==> src/hw/rtl/midi_command_encoder_defines.svh <==
// Assertion macros shared by the MIDI command encoder RTL.
// Expects i_clk and i_rst_n in the scope of each use.
`ifndef MIDI_COMMAND_ENCODER_DEFINES_SVH
`define MIDI_COMMAND_ENCODER_DEFINES_SVH

// Same-cycle implication, masked during reset
`define MCE_ASSERT_IMP(lbl, pre, post) \
    lbl: assert property (@(posedge i_clk) disable iff (!i_rst_n) (pre) |-> (post)) \
        else $error("midi command encoder assertion failed");

// Next-cycle implication, masked during reset
`define MCE_ASSERT_NXT(lbl, pre, post) \
    lbl: assert property (@(posedge i_clk) disable iff (!i_rst_n) (pre) |=> (post)) \
        else $error("midi command encoder assertion failed");

`endif

==> src/hw/rtl/mce_pkg.sv <==
// Types and codes for the MIDI command encoder pipeline.
// No dependencies; imported by every stage module and the top level.
`default_nettype none

package mce_pkg;

    // command kinds; codes above KIND_PROGRAM are rejected
    localparam logic [2:0] KIND_NOTE_ON  = 3'd0;
    localparam logic [2:0] KIND_NOTE_OFF = 3'd1;
    localparam logic [2:0] KIND_CTRL     = 3'd2;
    localparam logic [2:0] KIND_BEND     = 3'd3;
    localparam logic [2:0] KIND_PN_BEND  = 3'd4;
    localparam logic [2:0] KIND_PROGRAM  = 3'd5;

    // opcode nibbles, shared by packet and byte encodings except OP_PN_BEND (packets only)
    localparam logic [3:0] OP_NOTE_ON  = 4'h9;
    localparam logic [3:0] OP_NOTE_OFF = 4'h8;
    localparam logic [3:0] OP_CTRL     = 4'hB;
    localparam logic [3:0] OP_BEND     = 4'hE;
    localparam logic [3:0] OP_PN_BEND  = 4'h6;
    localparam logic [3:0] OP_PROGRAM  = 4'hC;

    // packet message type: MIDI 2.0 channel voice
    localparam logic [3:0] UMP_MT_CV = 4'h4;

    localparam logic [31:0] BEND_DIV    = 32'h7FFF_FFFF;
    localparam logic [13:0] BEND_CENTER = 14'd8192;

    localparam logic [1:0] CNT_THREE = 2'd3;
    localparam logic [1:0] CNT_TWO   = 2'd2;

    typedef struct packed {
        logic        kind_ok;
        logic        mode2;
        logic [2:0]  kind;
        logic [3:0]  group;
        logic [3:0]  channel;
        logic [6:0]  note;
        logic [15:0] vel_hi;
        logic [6:0]  ctrl_number;
        logic [31:0] ctrl_value;
        logic [31:0] bend_off;
    } t_cmd;

    typedef struct packed {
        logic        accepted;
        logic        is_packet;
        logic [31:0] word0;
        logic [31:0] word1;
        logic [7:0]  status;
        logic [6:0]  data_one;
        logic [6:0]  data_two;
        logic [1:0]  byte_count;
    } t_result;

endpackage

`default_nettype wire

==> src/hw/rtl/mce_front.sv <==
// Stage 1: input register, kind check and bend magnitude/sign split.
// Depends on mce_pkg.
`default_nettype none

module mce_front import mce_pkg::*; (
    input  logic               i_clk,
    input  logic               i_rst_n,
    input  logic               i_mode2,
    input  logic               i_valid,
    output logic               o_ready,
    input  logic [2:0]         i_kind,
    input  logic [3:0]         i_group,
    input  logic [3:0]         i_channel,
    input  logic [6:0]         i_note,
    input  logic [31:0]        i_velocity,
    input  logic [6:0]         i_ctrl_number,
    input  logic [31:0]        i_ctrl_value,
    input  logic signed [31:0] i_bend,
    output logic               o_valid,
    input  logic               i_dn_ready,
    output t_cmd               o_cmd,
    output logic [31:0]        o_mag,
    output logic               o_neg
);

    logic        r_v;
    t_cmd        r_cmd;
    logic [31:0] r_mag;
    logic        r_neg;

    t_cmd        n_cmd;
    logic [31:0] n_mag;
    logic [31:0] bend_bits;

    assign bend_bits = unsigned'(i_bend);
    assign o_ready   = !r_v || i_dn_ready;

    always_comb begin
        n_cmd.kind_ok     = (i_kind <= KIND_PROGRAM);
        n_cmd.mode2       = i_mode2;
        n_cmd.kind        = i_kind;
        n_cmd.group       = i_group;
        n_cmd.channel     = i_channel;
        n_cmd.note        = i_note;
        n_cmd.vel_hi      = i_velocity[31:16];
        n_cmd.ctrl_number = i_ctrl_number;
        n_cmd.ctrl_value  = i_ctrl_value;
        // offset-binary bend for the packet word
        n_cmd.bend_off    = {~bend_bits[31], bend_bits[30:0]};
        // most negative value maps to 0x8000_0000, still correct unsigned
        n_mag = bend_bits[31] ? (~bend_bits + 32'd1) : bend_bits;
    end

    always_ff @(posedge i_clk) begin
        if (!i_rst_n) begin
            r_v <= 1'b0;
        end else if (o_ready) begin
            r_v <= i_valid;
        end
    end

    always_ff @(posedge i_clk) begin
        if (o_ready && i_valid) begin
            r_cmd <= n_cmd;
            r_mag <= n_mag;
            r_neg <= bend_bits[31];
        end
    end

    assign o_valid = r_v;
    assign o_cmd   = r_cmd;
    assign o_mag   = r_mag;
    assign o_neg   = r_neg;

endmodule

`default_nettype wire

==> src/hw/rtl/mce_bend_scale.sv <==
// Stages 2 and 3: scale bend magnitude by 8191/(2^31-1), truncated.
// Uses p = a*2^31 + r, so p / (2^31-1) = a + ((a + r) >= 2^31-1). Depends on mce_pkg.
`default_nettype none

module mce_bend_scale import mce_pkg::*; (
    input  logic        i_clk,
    input  logic        i_rst_n,
    input  logic        i_valid,
    output logic        o_ready,
    input  t_cmd        i_cmd,
    input  logic [31:0] i_mag,
    input  logic        i_neg,
    output logic        o_valid,
    input  logic        i_dn_ready,
    output t_cmd        o_cmd,
    output logic [12:0] o_q,
    output logic        o_neg
);

    logic        r_v2;
    t_cmd        r_cmd2;
    logic [43:0] r_p;
    logic        r_neg2;

    logic        r_v3;
    t_cmd        r_cmd3;
    logic [12:0] r_q;
    logic        r_neg3;

    logic        rdy2;
    logic        rdy3;
    logic [43:0] n_p;
    logic [31:0] fold_sum;
    logic [12:0] n_q;

    assign rdy3    = !r_v3 || i_dn_ready;
    assign rdy2    = !r_v2 || rdy3;
    assign o_ready = rdy2;

    // mag * 8191 as (mag << 13) - mag; product stays below 2^44
    assign n_p = {i_mag[30:0], 13'b0} - {12'b0, i_mag};

    always_comb begin
        fold_sum = {19'b0, r_p[43:31]} + {1'b0, r_p[30:0]};
        n_q      = r_p[43:31] + {12'b0, (fold_sum >= BEND_DIV)};
    end

    always_ff @(posedge i_clk) begin
        if (!i_rst_n) begin
            r_v2 <= 1'b0;
            r_v3 <= 1'b0;
        end else begin
            if (rdy2) begin
                r_v2 <= i_valid;
            end
            if (rdy3) begin
                r_v3 <= r_v2;
            end
        end
    end

    always_ff @(posedge i_clk) begin
        if (rdy2 && i_valid) begin
            r_cmd2 <= i_cmd;
            r_p    <= n_p;
            r_neg2 <= i_neg;
        end
        if (rdy3 && r_v2) begin
            r_cmd3 <= r_cmd2;
            r_q    <= n_q;
            r_neg3 <= r_neg2;
        end
    end

    assign o_valid = r_v3;
    assign o_cmd   = r_cmd3;
    assign o_q     = r_q;
    assign o_neg   = r_neg3;

endmodule

`default_nettype wire

==> src/hw/rtl/mce_format.sv <==
// Stage 4: builds the packet words or MIDI 1.0 bytes into the output register.
// Depends on mce_pkg and midi_command_encoder_defines.svh.
`default_nettype none
`include "midi_command_encoder_defines.svh"

module mce_format import mce_pkg::*; (
    input  logic        i_clk,
    input  logic        i_rst_n,
    input  logic        i_valid,
    output logic        o_ready,
    input  t_cmd        i_cmd,
    input  logic [12:0] i_q,
    input  logic        i_neg,
    output logic        o_valid,
    input  logic        i_dn_ready,
    output t_result     o_res
);

    logic    r_v;
    t_result r_out;
    t_result n_out;

    logic [13:0] pb;
    logic [3:0]  op;
    logic [6:0]  idx;

    assign o_ready = !r_v || i_dn_ready;

    always_comb begin
        pb    = i_neg ? (BEND_CENTER - {1'b0, i_q}) : (BEND_CENTER + {1'b0, i_q});
        n_out = '0;
        op    = OP_PROGRAM;
        idx   = '0;
        if (!i_cmd.kind_ok) begin
            // rejected kind: everything stays zero
            n_out = '0;
        end else if (i_cmd.mode2) begin
            n_out.accepted  = 1'b1;
            n_out.is_packet = 1'b1;
            unique case (i_cmd.kind)
                KIND_NOTE_ON: begin
                    op          = OP_NOTE_ON;
                    idx         = i_cmd.note;
                    n_out.word1 = {i_cmd.vel_hi, 16'h0000};
                end
                KIND_NOTE_OFF: begin
                    op          = OP_NOTE_OFF;
                    idx         = i_cmd.note;
                    n_out.word1 = {i_cmd.vel_hi, 16'h0000};
                end
                KIND_CTRL: begin
                    op          = OP_CTRL;
                    idx         = i_cmd.ctrl_number;
                    n_out.word1 = i_cmd.ctrl_value;
                end
                KIND_BEND: begin
                    op          = OP_BEND;
                    n_out.word1 = i_cmd.bend_off;
                end
                KIND_PN_BEND: begin
                    op          = OP_PN_BEND;
                    idx         = i_cmd.note;
                    n_out.word1 = i_cmd.bend_off;
                end
                default: begin
                    op          = OP_PROGRAM;
                    n_out.word1 = {1'b0, i_cmd.ctrl_number, 24'h000000};
                end
            endcase
            n_out.word0 = {UMP_MT_CV, i_cmd.group, op, i_cmd.channel, 1'b0, idx, 8'h00};
        end else begin
            n_out.accepted   = 1'b1;
            n_out.byte_count = CNT_THREE;
            unique case (i_cmd.kind)
                KIND_NOTE_ON: begin
                    op             = OP_NOTE_ON;
                    n_out.data_one = i_cmd.note;
                    n_out.data_two = i_cmd.vel_hi[15:9];
                end
                KIND_NOTE_OFF: begin
                    op             = OP_NOTE_OFF;
                    n_out.data_one = i_cmd.note;
                    n_out.data_two = i_cmd.vel_hi[15:9];
                end
                KIND_CTRL: begin
                    op             = OP_CTRL;
                    n_out.data_one = i_cmd.ctrl_number;
                    n_out.data_two = i_cmd.ctrl_value[31:25];
                end
                KIND_BEND, KIND_PN_BEND: begin
                    // per-note bend falls back to channel bend
                    op             = OP_BEND;
                    n_out.data_one = pb[6:0];
                    n_out.data_two = pb[13:7];
                end
                default: begin
                    op               = OP_PROGRAM;
                    n_out.data_one   = i_cmd.ctrl_number;
                    n_out.byte_count = CNT_TWO;
                end
            endcase
            n_out.status = {op, i_cmd.channel};
        end
    end

    always_ff @(posedge i_clk) begin
        if (!i_rst_n) begin
            r_v <= 1'b0;
        end else if (o_ready) begin
            r_v <= i_valid;
        end
    end

    always_ff @(posedge i_clk) begin
        if (o_ready && i_valid) begin
            r_out <= n_out;
        end
    end

    assign o_valid = r_v;
    assign o_res   = r_out;

    `MCE_ASSERT_IMP(a_pkt_needs_accept, r_v && r_out.is_packet, r_out.accepted)
    `MCE_ASSERT_IMP(a_reject_is_zero, r_v && !r_out.accepted, r_out == '0)
    `MCE_ASSERT_IMP(a_bytes_clean,
        r_v && r_out.accepted && !r_out.is_packet,
        r_out.word0 == '0 && r_out.word1 == '0 && (r_out.byte_count == CNT_THREE ||
        (r_out.byte_count == CNT_TWO && r_out.data_two == '0)))
    `MCE_ASSERT_IMP(a_pkt_clean, r_v && r_out.is_packet,
        r_out.word0[31:28] == UMP_MT_CV && r_out.status == '0 && r_out.byte_count == '0)

endmodule

`default_nettype wire

==> src/hw/rtl/midi_command_encoder.sv <==
// Top level of the MIDI command encoder: ports, mode register, stage chain.
// Depends on mce_pkg, mce_front, mce_bend_scale and mce_format.
//
//  channel   dir  beat moves          payload
//  s_axis    in   one MIDI command    tuser kind, tdata command fields
//  m_axis    out  one encoded message tuser accepted/is_packet, tdata words/bytes
//  cfg       in   mode register write data bit 0 = midi2_mode
//
// Four register stages: input/magnitude, bend multiply, bend fold, format.
// One command per cycle sustained while m_axis does not stall; each command passes the
// input, bend multiply, bend fold and format registers in turn before its beat leaves.
// Each stage takes a beat when it is empty or its successor moves, so a stall
// on m_axis backs up stage by stage and loses nothing.
// Reset clears all valid bits and sets midi2_mode to 0; cfg is always ready.
`default_nettype none

module midi_command_encoder import mce_pkg::*; (
    input  logic          i_clk,
    input  logic          i_rst_n,
    input  logic          i_cfg_valid,
    output logic          o_cfg_ready,
    input  logic          i_cfg_data,        // midi2_mode
    input  logic          i_s_axis_tvalid,
    output logic          o_s_axis_tready,
    // group[3:0] channel[7:4] note[14:8] velocity[46:15] ctrl_number[53:47]
    // ctrl_value[85:54] bend[117:86], zero pad to 120
    input  logic [119:0]  i_s_axis_tdata,
    input  logic [2:0]    i_s_axis_tuser,    // kind[2:0]
    output logic          o_m_axis_tvalid,
    input  logic          i_m_axis_tready,
    // packet_word0[31:0] packet_word1[63:32] status_byte[71:64] data_one[78:72]
    // data_two[85:79] byte_count[87:86]
    output logic [87:0]   o_m_axis_tdata,
    output logic [1:0]    o_m_axis_tuser     // accepted[0] is_packet[1]
);

    logic r_midi2_mode;

    logic        f_valid;
    logic        f_ready;
    t_cmd        f_cmd;
    logic [31:0] f_mag;
    logic        f_neg;

    logic        b_valid;
    logic        b_ready;
    t_cmd        b_cmd;
    logic [12:0] b_q;
    logic        b_neg;

    t_result     res;

    assign o_cfg_ready = 1'b1;

    always_ff @(posedge i_clk) begin
        if (!i_rst_n) begin
            r_midi2_mode <= 1'b0;
        end else if (i_cfg_valid) begin
            r_midi2_mode <= i_cfg_data;
        end
    end

    mce_front u_front (
        .i_clk         (i_clk),
        .i_rst_n       (i_rst_n),
        .i_mode2       (r_midi2_mode),
        .i_valid       (i_s_axis_tvalid),
        .o_ready       (o_s_axis_tready),
        .i_kind        (i_s_axis_tuser),
        .i_group       (i_s_axis_tdata[3:0]),
        .i_channel     (i_s_axis_tdata[7:4]),
        .i_note        (i_s_axis_tdata[14:8]),
        .i_velocity    (i_s_axis_tdata[46:15]),
        .i_ctrl_number (i_s_axis_tdata[53:47]),
        .i_ctrl_value  (i_s_axis_tdata[85:54]),
        .i_bend        (signed'(i_s_axis_tdata[117:86])),
        .o_valid       (f_valid),
        .i_dn_ready    (f_ready),
        .o_cmd         (f_cmd),
        .o_mag         (f_mag),
        .o_neg         (f_neg)
    );

    mce_bend_scale u_bend (
        .i_clk      (i_clk),
        .i_rst_n    (i_rst_n),
        .i_valid    (f_valid),
        .o_ready    (f_ready),
        .i_cmd      (f_cmd),
        .i_mag      (f_mag),
        .i_neg      (f_neg),
        .o_valid    (b_valid),
        .i_dn_ready (b_ready),
        .o_cmd      (b_cmd),
        .o_q        (b_q),
        .o_neg      (b_neg)
    );

    mce_format u_format (
        .i_clk      (i_clk),
        .i_rst_n    (i_rst_n),
        .i_valid    (b_valid),
        .o_ready    (b_ready),
        .i_cmd      (b_cmd),
        .i_q        (b_q),
        .i_neg      (b_neg),
        .o_valid    (o_m_axis_tvalid),
        .i_dn_ready (i_m_axis_tready),
        .o_res      (res)
    );

    assign o_m_axis_tdata = {res.byte_count, res.data_two, res.data_one, res.status,
                             res.word1, res.word0};
    assign o_m_axis_tuser = {res.is_packet, res.accepted};

endmodule

`default_nettype wire

==> config.mk <==
export PLATFORM = sky130hd
export DESIGN_NAME = midi_command_encoder
export DESIGN_NICKNAME = d
export VERILOG_FILES = /design/src/hw/rtl/mce_pkg.sv /design/src/hw/rtl/mce_front.sv /design/src/hw/rtl/mce_bend_scale.sv /design/src/hw/rtl/mce_format.sv /design/src/hw/rtl/midi_command_encoder.sv
export VERILOG_INCLUDE_DIRS = /design/src /design/src/hw/rtl
export SDC_FILE = /design/constraint.sdc
export NUM_CORES = 1
export LEC_CHECK = 0
export ABC_AREA = 1
export ABC_CLOCK_PERIOD_IN_PS = 8600
export BUFFER_PORTS_ARGS = -buffer_cell sky130_fd_sc_hd__clkbuf_2
export CORE_MARGIN = 1
export CORE_UTILIZATION = 55
export CTS_BUF_LIST = sky130_fd_sc_hd__clkbuf_8
export CTS_CLUSTER_DIAMETER = 80
export DETAILED_ROUTE_END_ITERATION = 6
export GPL_TIMING_DRIVEN = 0
export PLACE_DENSITY_LB_ADDON = 0.3
export RECOVER_POWER = 50
export SLEW_MARGIN = 0
export SYNTH_ARGS = -nofsm -noshare
export SYNTH_HDL_FRONTEND = slang
export SYNTH_SLANG_ARGS = --single-unit
==> constraint.sdc <==
create_clock -name i_clk -period 8.6 [get_ports i_clk]
set_input_delay 1.29 -clock i_clk [delete_from_list [all_inputs] [get_ports i_clk]]
set_output_delay 1.29 -clock i_clk [all_outputs]
set_load 0.1 [all_outputs]
# Word level (Yosys, flattened, before mapping)
# Cells that the tools add are included.
[totals]
ff_bits = 508
input_bits = 129
wordCells = 97
[op_classes]
add_sub_neg = 6
order_cmp = 2
n_eq_ne = 4
muxes = 12
bitwise = 3
n_reduce_logical = 19
[op_table]
columns = ["op", "count"]
rows = [
  ["$pmux 32 s3", 1],
  ["$mux 90", 1],
  ["$mux 65", 1],
  ["$sub 44x32->44", 1],
  ["$add 13x31->32", 1],
  ["$add 32x1->32 const B", 1],
  ["$ge 32x31->1 const B", 1],
  ["$not 32->32", 1],
  ["$mux 31", 1],
  ["$pmux 7 s2", 2],
  ["$mux 24", 1],
  ["$pmux 7 s3", 1],
  ["$pmux 4 s5", 1],
  ["$add 14x13->14 const A", 1],
  ["$mux 14", 1],
  ["$sub 14x13->14 const A", 1],
  ["$add 13x1->13", 1],
  ["$pmux 3 s4", 1],
  ["$eq 3x2->1 const B", 2],
  ["$reduce_or 2->1", 3],
  ["$reduce_or 5->1", 1],
  ["$logic_and 1x1->1", 4],
  ["$logic_not 1->1", 4],
  ["$logic_or 1x1->1", 4],
  ["8 further kinds", 9],
]

# Logic depth before layout (Yosys ltp)
# Gate-level depths: netlist of run 1.
[depth]
ltp_word = 6
depth_mapped = 28
mapped_depth_nobuf = 28

# Hierarchy
# Synthesis of run 1 repeated with hierarchy kept, for this count alone.
[unflattened]
hier_cells = 1851
area_unflattened_um2 = 21549.4
[by_module_without_submodules]
columns = ["mod", "n_inst", "cells_each", "area_each_um2", "seq_area_each_um2"]
rows = [
  ["mce_bend_scale", 1, 1054, 12295.5, 8237.9],
  ["mce_front", 1, 365, 5255.0, 4194.0],
  ["mce_format", 1, 424, 3946.3, 2302.2],
  ["midi_command_encoder", 1, 8, 52.6, 20.0],
]

# Least setup slack after synthesis of run 1
# Ideal clock, no wire load.
[synth_path]
path_type = "input to register"
start = "input i_m_axis_tready"
end = "register u_front.r_cmd, in the netlist u_front.o_cmd[100] (enable)"
setup_ns = 0.642
t_arrival_ns = 7.478
required_ns = 7.958
setup_slack_ns = 0.479
path_stages = 8
path_buffers = 0
cell_sequence = "nor2_1 inv_1 nor2_1 inv_1 nor2_1 inv_1 nor2_1 nor2_1"
[synth_via]
elab_chain_cells = 5
[synth_lines]
columns = ["element", "line", "text"]
rows = [
  ["from (decl)", "midi_command_encoder.sv:30", "input logic i_m_axis_tready,"],
  ["$logic_or 1x1->1", "mce_format.sv:27", "assign o_ready = !r_v || i_dn_ready;"],
  ["$logic_or 1x1->1", "mce_bend_scale.sv:36", "assign rdy3 = !r_v3 || i_dn_ready;"],
  ["$logic_or 1x1->1", "mce_bend_scale.sv:37", "assign rdy2 = !r_v2 || rdy3;"],
  ["$logic_or 1x1->1", "mce_front.sv:36", "assign o_ready = !r_v || i_dn_ready;"],
  ["$logic_and 1x1->1", "mce_front.sv:63", "if (o_ready && i_valid) begin"],
  ["to (signal assigned)", "mce_front.sv:64", "r_cmd <= n_cmd;"],
  ["to (decl)", "mce_front.sv:27", "t_cmd r_cmd;"],
]
# Every way passes these cells.
# A chain may end at the register's enable or synchronous reset.

# Worst setup path after layout of run 1
[layout_path]
start = "input i_m_axis_tready"
end = "register u_format.r_out, in the netlist u_format.o_res[30] (enable)"
[layout_via]
elab_chain_cells = 2
[layout_lines]
columns = ["element", "line", "text"]
rows = [
  ["$logic_or 1x1->1", "mce_format.sv:27", ""],
  ["$logic_and 1x1->1", "mce_format.sv:115", "if (o_ready && i_valid) begin"],
  ["to (signal assigned)", "mce_format.sv:116", "r_out <= n_out;"],
  ["to (decl)", "mce_format.sv:20", "t_result r_out;"],
]
# Every way passes these cells.

==> run_results.csv, run 1 <==
group,metric,value,unit
sta,finalHoldViolations,0,
place,dp.cells,2456,
die,chipHeight,197,um
clocking,clockBufferDepth,3,
yosys,synth.top_cell.area_share,69.8,%
worst_setup_path,slowest_stage,"nor2_1",
sta,skew,34.8,ps
yosys,synth-edff-count,487,
die,dieArea,38900,um2
grt,grtUsageTotal,25.0,%
sta,fin_crit,4270,ps
sta,setup_ws,4330,ps
finish,fillers,2883,
worst_setup_path,cp-start-kind,"input pin",
grt,grtUsageMet2,41.9,%
clocking,cts-resized-gates,0,
yosys,synth_top_cell_by_area,"edfxtp_1",
power_and_ir_drop,combPwrFrac,10.1,%
yosys,async_reset_ff_share,0,%
power_and_ir_drop,power.density,213,nW/um2
sta,rsz0062_at_grt,"no",
worst_setup_path,path_class,"input pin to flip-flop",
drt,drtIter0Drc,982,
drt,drc,0,
worst_setup_path,critPathTopFamily,"simple AND/OR/NAND/NOR gates",
finish,final_cells,2587,
grt,grt_pass1_vias,13500,
grt,grt_pass1_wl,72400,um
place,place.gp.congestion,0.919,
yosys,syn_inst,1736,
sta,slew_headroom,-40.3,%
yosys,synth_cell_types,45,
clocking,insertion_delay,630,ps
clocking,clkSinkCount,492,
power_and_ir_drop,p_switching,0.00129,W
clocking,cts_tree,"yes",
die,fp.dieW,197,um
sta,worstMarginPinSlew,2100,ps
grt,busiest_layer,"met2",
worst_setup_path,max_stage_delay,1530,ps
place,portBuffers,190,
die,rows,71,
worst_setup_path,end_kind,"flip-flop",
sta,drv_slew,76,
yosys,synthesis.area,20900,um2
power_and_ir_drop,p_int,0.00383,W
grt,grt_max_degree,102,
power_and_ir_drop,leakage,9.31,nW
grt,grt_antenna_before_repair,3,
yosys,ys_seq_area_share,70.3,%
yosys,synth.top_cells.by_count,"487 x edfxtp_1, 332 x nand2_1, 204 x inv_1",
drt,viasPerCell,5.27,
drt,wl_per_cell,18.2,um
status,status,"complete, but fails checks",
clocking,cts_inserted_buffers,75,
finish,area.growth.synth_to_final,14.6,%
drt,drt_pass1_iterations,5,
clocking,cts.htree.levels,3,
power_and_ir_drop,total_power,0.00512,W
worst_setup_path,cp_data_required_time,8780,ps
worst_setup_path,crit_buf_inv,2,
run,maxCapViolations,3,
place,hpwl,35800,um
sta,setup_viol,0,
yosys,yosysMostFrequentCell,"edfxtp_1",
worst_setup_path,cp_max_fo,28,
yosys,ys_warn_count,0,
power_and_ir_drop,ir_drop,0.000168,V
clocking,root_buffer,"clkbuf_8",
power_and_ir_drop,swShare,25.2,%
sta,min_period_over_period,49.7,%
sta,holdWs,400,ps
yosys,ys_ff_latch,492,
worst_setup_path,crit_top_cell,"nor2_1",
yosys,synth.top_cells.by_area,"edfxtp_1 70%, nand2_1 6.0%, inv_1 3.7%",
grt,gr-usage-met3,4.56,%
die,io_pins,222,
grt,grtUsageMet1,32.6,%
finish,drive_gt1_share,14.3,%
finish,nets,2189,
yosys,yosys_most_used_dff,"edfxtp_1",
clocking,postCtsSetupBuffers,0,
die,initial_core_util,55.7,%
hold_path,hold_class,"flip-flop to flip-flop",
power_and_ir_drop,power_frac_seq,55.2,%
worst_setup_path,crit_chain,"clkbuf_2, nor2_1, nor2_1, clkbuf_1",
die,core,37600,um2
grt,gr-total-overflow,0,
yosys,syn_area_per_cell,12.1,um2
place,place_ws,4420,ps
clocking,cts_hold_buf,0,
sta,max_freq,234,MHz
status,violations,"max-capacitance violations, max-slew violations",
worst_setup_path,cp_data_arrival_time,4450,ps
drt,vias,13600,
drt,ant_nets,0,
drt,routed_wl,47100,um
power_and_ir_drop,p_clk_share,34.8,%
clocking,clk_pin_slew,60,ps
-- layout make-up --
type	count	area [um2]	share of cell area, %
clock inverter	52	330	1.38
buffer	31	178	0.740
tap	511	639	2.66
antenna	3	7.51	0.0313
inverter	217	823	3.43
multi-input combinational	1007	5220	21.8
clock buffer	76	1050	4.36
sequential	492	14700	61.3
timing repair buffer	198	1040	4.32
-- routing by layer --
metal	up-vias	share of wire, %
li1	6543	-
met1	6480	42
met2	520	49
met3	79	6.5
met4	0	2.7
met5	-	0
-- kinds of logic (layout without fill, tap and decap cells) --
kind of cell    Yosys count  count (layout)  share of synthesized area (%)
compound gates          194             194                           5.25
xor+xnor                 81              81                           3.39
fa+ha+maj                38              38                           2.31
buf+inv                 248             574                           4.75
flops                   492             492                           70.3
other cells               2              16                         0.0359
simple gates            681             681                           14.0
-- sequential cells by signal, indices dropped and copies added (netlist names), 13 cells and up --
signal,cells
u_bend.o_cmd,107
u_bend.r_cmd2,106
u_front.o_cmd,106
u_format.o_res,76
u_bend.r_p,44
u_front.o_mag,32
u_bend.o_q,13
-- worst paths after layout --
check                    start                 end  slack, ps  cells after the start
max            i_m_axis_tready  u_format.o_res[30]       4330                      4
max reg2reg     u_bend.r_p[31]      u_bend.o_q[12]       4360                     28
min          u_bend.r_cmd2[81]    u_bend.o_cmd[81]        400                      0
min reg2reg  u_bend.r_cmd2[81]    u_bend.o_cmd[81]        400                      0
-- worst register-to-register path, delay by kind of cell, from the launching register on --
| kind | cells | cell delay (ps) |
|---|---|---|
| xor+xnor | 1 | 200 |
| fa+ha+maj | 3 | 820 |
| buf+inv | 3 | 300 |
| flops | 1 | 430 |
| simple gates | 21 | 2330 |
-- cells in the final DEF, fill, tap and decap left out, types with 13 or more instances in the layout --
cell      instances
clkbuf_2        144
xor2_1           58
clkinv_1         23
a22oi_1          16
o21ai_0          49
nand3_1          83
conb_1           13
a21oi_1          85
inv_1           218
ha_1             37
xnor2_1          23
nor2_1          188
clkbuf_1         60
a31oi_1          21
nor3_1           19
buf_4            15
nand2_1         333
clkbuf_8         76
edfxtp_1        487
nand4_1          16
-- power by group through the flow --
stage	registers, W	clock network, W	logic, W
floorplan	0.00291	0	0.000312
global placement	0.00289	0	0.000503
detailed placement	0.00287	0	0.000520
CTS	0.00282	0.00182	0.000522
global route	0.00283	0.00192	0.000566
finish	0.00282	0.00178	0.000515
-- stage by stage --
step	TNS [ps]	utilization [%]	instance area, um2
after detailed placement	0	60.6	22800
after global placement	-282690	60.1	22600
final	0	63.9	24000
after CTS	0	64.3	24200
after floorplan	0	-	21000
after global routing	0	63.9	24000
No activity file was read; power rests on OpenSTA's default activity.
==> inputs of run 2 (changes only) <==
--- a/config.mk
+++ b/config.mk
@@ -7,7 +7,7 @@
 export NUM_CORES = 1
 export LEC_CHECK = 0
 export ABC_AREA = 1
-export ABC_CLOCK_PERIOD_IN_PS = 8600
+export ABC_CLOCK_PERIOD_IN_PS = 3900
 export BUFFER_PORTS_ARGS = -buffer_cell sky130_fd_sc_hd__clkbuf_2
 export CORE_MARGIN = 1
 export CORE_UTILIZATION = 55
==> constraint.sdc (replaced) <==
create_clock -name i_clk -period 3.9 [get_ports i_clk]
set_input_delay 0.585 -clock i_clk [delete_from_list [all_inputs] [get_ports i_clk]]
set_output_delay 0.585 -clock i_clk [all_outputs]
set_load 0.1 [all_outputs]
==> run 2 against run 1 <==
The run ends with max-capacitance violations, max-slew violations, negative setup slack left. Sequential power rose by 120%. Wire length rose by 3.2%. Clock-buffer cell count rose by 3. Via count rose by 1.2%. Critical path depth rose by 21. Non-clock buffer count rose by 21.
==> run_results.csv, run 2 (same netlist as run 1, synthesis figures left out) <==
group,metric,value,unit
finish,final_cell_mix,"487 x edfxtp_1, 324 x nand2_1, 229 x inv_1",
status,status,"complete, but fails checks",
worst_setup_path,r2r_setup_slack,-50,ps
power_and_ir_drop,ir_drop,0.000304,V
die,initial_core_util,55.7,%
power_and_ir_drop,power.density,463,nW/um2
worst_setup_path,cp_data_required_time,4260,ps
drt,routed_wl,48600,um
power_and_ir_drop,total_power,0.0113,W
status,violations,"max-capacitance violations, max-slew violations, negative setup slack",
worst_setup_path,cp_max_fo,3,
place,portBuffers,190,
drt,ant_nets,0,
finish,final_common_cell,"edfxtp_1",
grt,grt_max_degree,103,
die,chipHeight,197,um
drt,wl_per_cell,18.6,um
place,dp.cells,2458,
finish,final_cells,2613,
place,hpwl,36400,um
finish,drive_gt1_share,16.8,%
drt,drc,0,
sta,fin_crit,3950,ps
sta,finalHoldViolations,0,
worst_setup_path,cp-start-kind,"flip-flop",
die,fp.dieW,197,um
clocking,root_buffer,"clkbuf_8",
sta,skew,45.9,ps
sta,min_period_over_period,101,%
worst_setup_path,cp-startpoint,"u_bend.r_p[0]",
worst_setup_path,cp-endpoint,"u_bend.o_q[12]",
run,maxCapViolations,2,
finish,nets,2212,
drt,drtIter0Drc,1014,
power_and_ir_drop,leakage,9.45,nW
die,dieArea,38900,um2
clocking,insertion_delay,640,ps
worst_setup_path,timing.rr.start,"u_bend.r_p[0]",
finish,largest_register_ffs,107,
die,core,37600,um2
clocking,cts_inserted_buffers,77,
clocking,cts_hold_buf,0,
sta,setup_viol,1,
grt,grtUsageTotal,25.4,%
worst_setup_path,cp_data_arrival_time,4310,ps
grt,grt_pass1_vias,13400,
clocking,clockBufferDepth,3,
drt,viasPerCell,5.27,
grt,grt_pass1_wl,73000,um
sta,rsz0062_at_grt,"yes",
worst_setup_path,path_class,"flip-flop to flip-flop",
hold_path,hold_class,"input pin to flip-flop",
worst_setup_path,r2r_cells,25,
hold_path,min_path_cells,1,
sta,worstMarginPinSlew,2310,ps
worst_setup_path,r2r_end,"u_bend.o_q[12]",
worst_setup_path,end_kind,"flip-flop",
sta,max_freq,253,MHz
clocking,clkSinkCount,492,
clocking,clk_pin_slew,60,ps
grt,grt_antenna_before_repair,3,
sta,setup_ws,-48.2,ps
sta,holdWs,114,ps
sta,fin_setup_tns,-48.2,ps
place,place.gp.congestion,0.899,
sta,drv_slew,48,
die,io_pins,222,
clocking,cts_tree,"yes",
die,rows,71,
drt,drt_pass1_iterations,6,
grt,gr-total-overflow,0,
sta,slew_headroom,-54.2,%
drt,vias,13800,
finish,area.growth.synth_to_final,16.1,%
clocking,cts.htree.levels,3,
run 2: worst min path at each step:
stage / endpoint / from
after floorplan: u_bend.o_cmd[100] / u_bend.r_cmd2[100]
after global placement: u_bend.r_cmd2[37] / u_front.o_cmd[37]
after detailed placement: u_bend.o_cmd[106] / u_bend.r_cmd2[106]
after CTS: u_front.o_cmd[42] / i_s_axis_tdata[64]
after global routing: u_front.o_cmd[42] / i_s_axis_tdata[64]
final: u_front.o_cmd[42] / i_s_axis_tdata[64]
run 2: what timing repair did:
action / CTS / global route
buffers inserted: 8 / 11
setup endpoints to repair: 2 / 4
gates cloned: 0 / 0
pin swaps: 2 / 21
endpoints found under the hold margin: 0 / 0
gates resized for setup: 7 / 35
run 2: layout make-up:
cell class | count | area [um2]
multi-input combinational | 1007 | 5400
inverter | 217 | 822
tap | 511 | 639
clock inverter | 56 | 268
antenna | 1 | 2.50
clock buffer | 79 | 1090
sequential | 492 | 14700
fill | 2863 | 13300
timing repair buffer | 219 | 1200
buffer | 31 | 178
run 2: through the flow:
stage / cell area, um2 / worst slack [ps] / util (%)
after floorplan: 21000 / -18.3 / -
after global placement: 22600 / -1030 / 60.1
after detailed placement: 22800 / -180 / 60.7
after CTS: 24300 / 1.35 / 64.5
after global routing: 24300 / -297 / 64.7
final: 24300 / -48.2 / 64.7
run 2: per-layer routing:
metal	up-vias	part of all wire [%]	GRT usage, %
met5	-	0.047	0
met4	4	3.2	10.7
met3	91	6.6	4.92
met2	545	48	42.3
met1	6542	42	32.8
li1	6598	-	-
run 2: power by group:
| part | internal [W] | switching, W | total, W |
|---|---|---|---|
| clock network | 0.00190 | 0.00195 | 0.00384 |
| logic | 0.000343 | 0.000844 | 0.00119 |
| registers | 0.00610 | 0.000128 | 0.00623 |
run 2: worst max-delay path: stages (launching register included):
cell      delay, ps
edfxtp_1        410
ha_2            230
inv_2            60
fa_2            410
nand3b_1        160
nor2_1          120
nand2_1          60
nor2_1          100
nand2_1          70
nor2_1           80
nand2_1          90
nor2_1          110
nand3_1          80
nor2_2          110
nand2_1          70
nand2_2         160
ha_4            180
nand2_4          50
nor2_4          120
nand4_1         130
nor2_2          160
inv_2            70
nor4_4          270
nand2_1         140
nor2_2          140
xor2_1           90
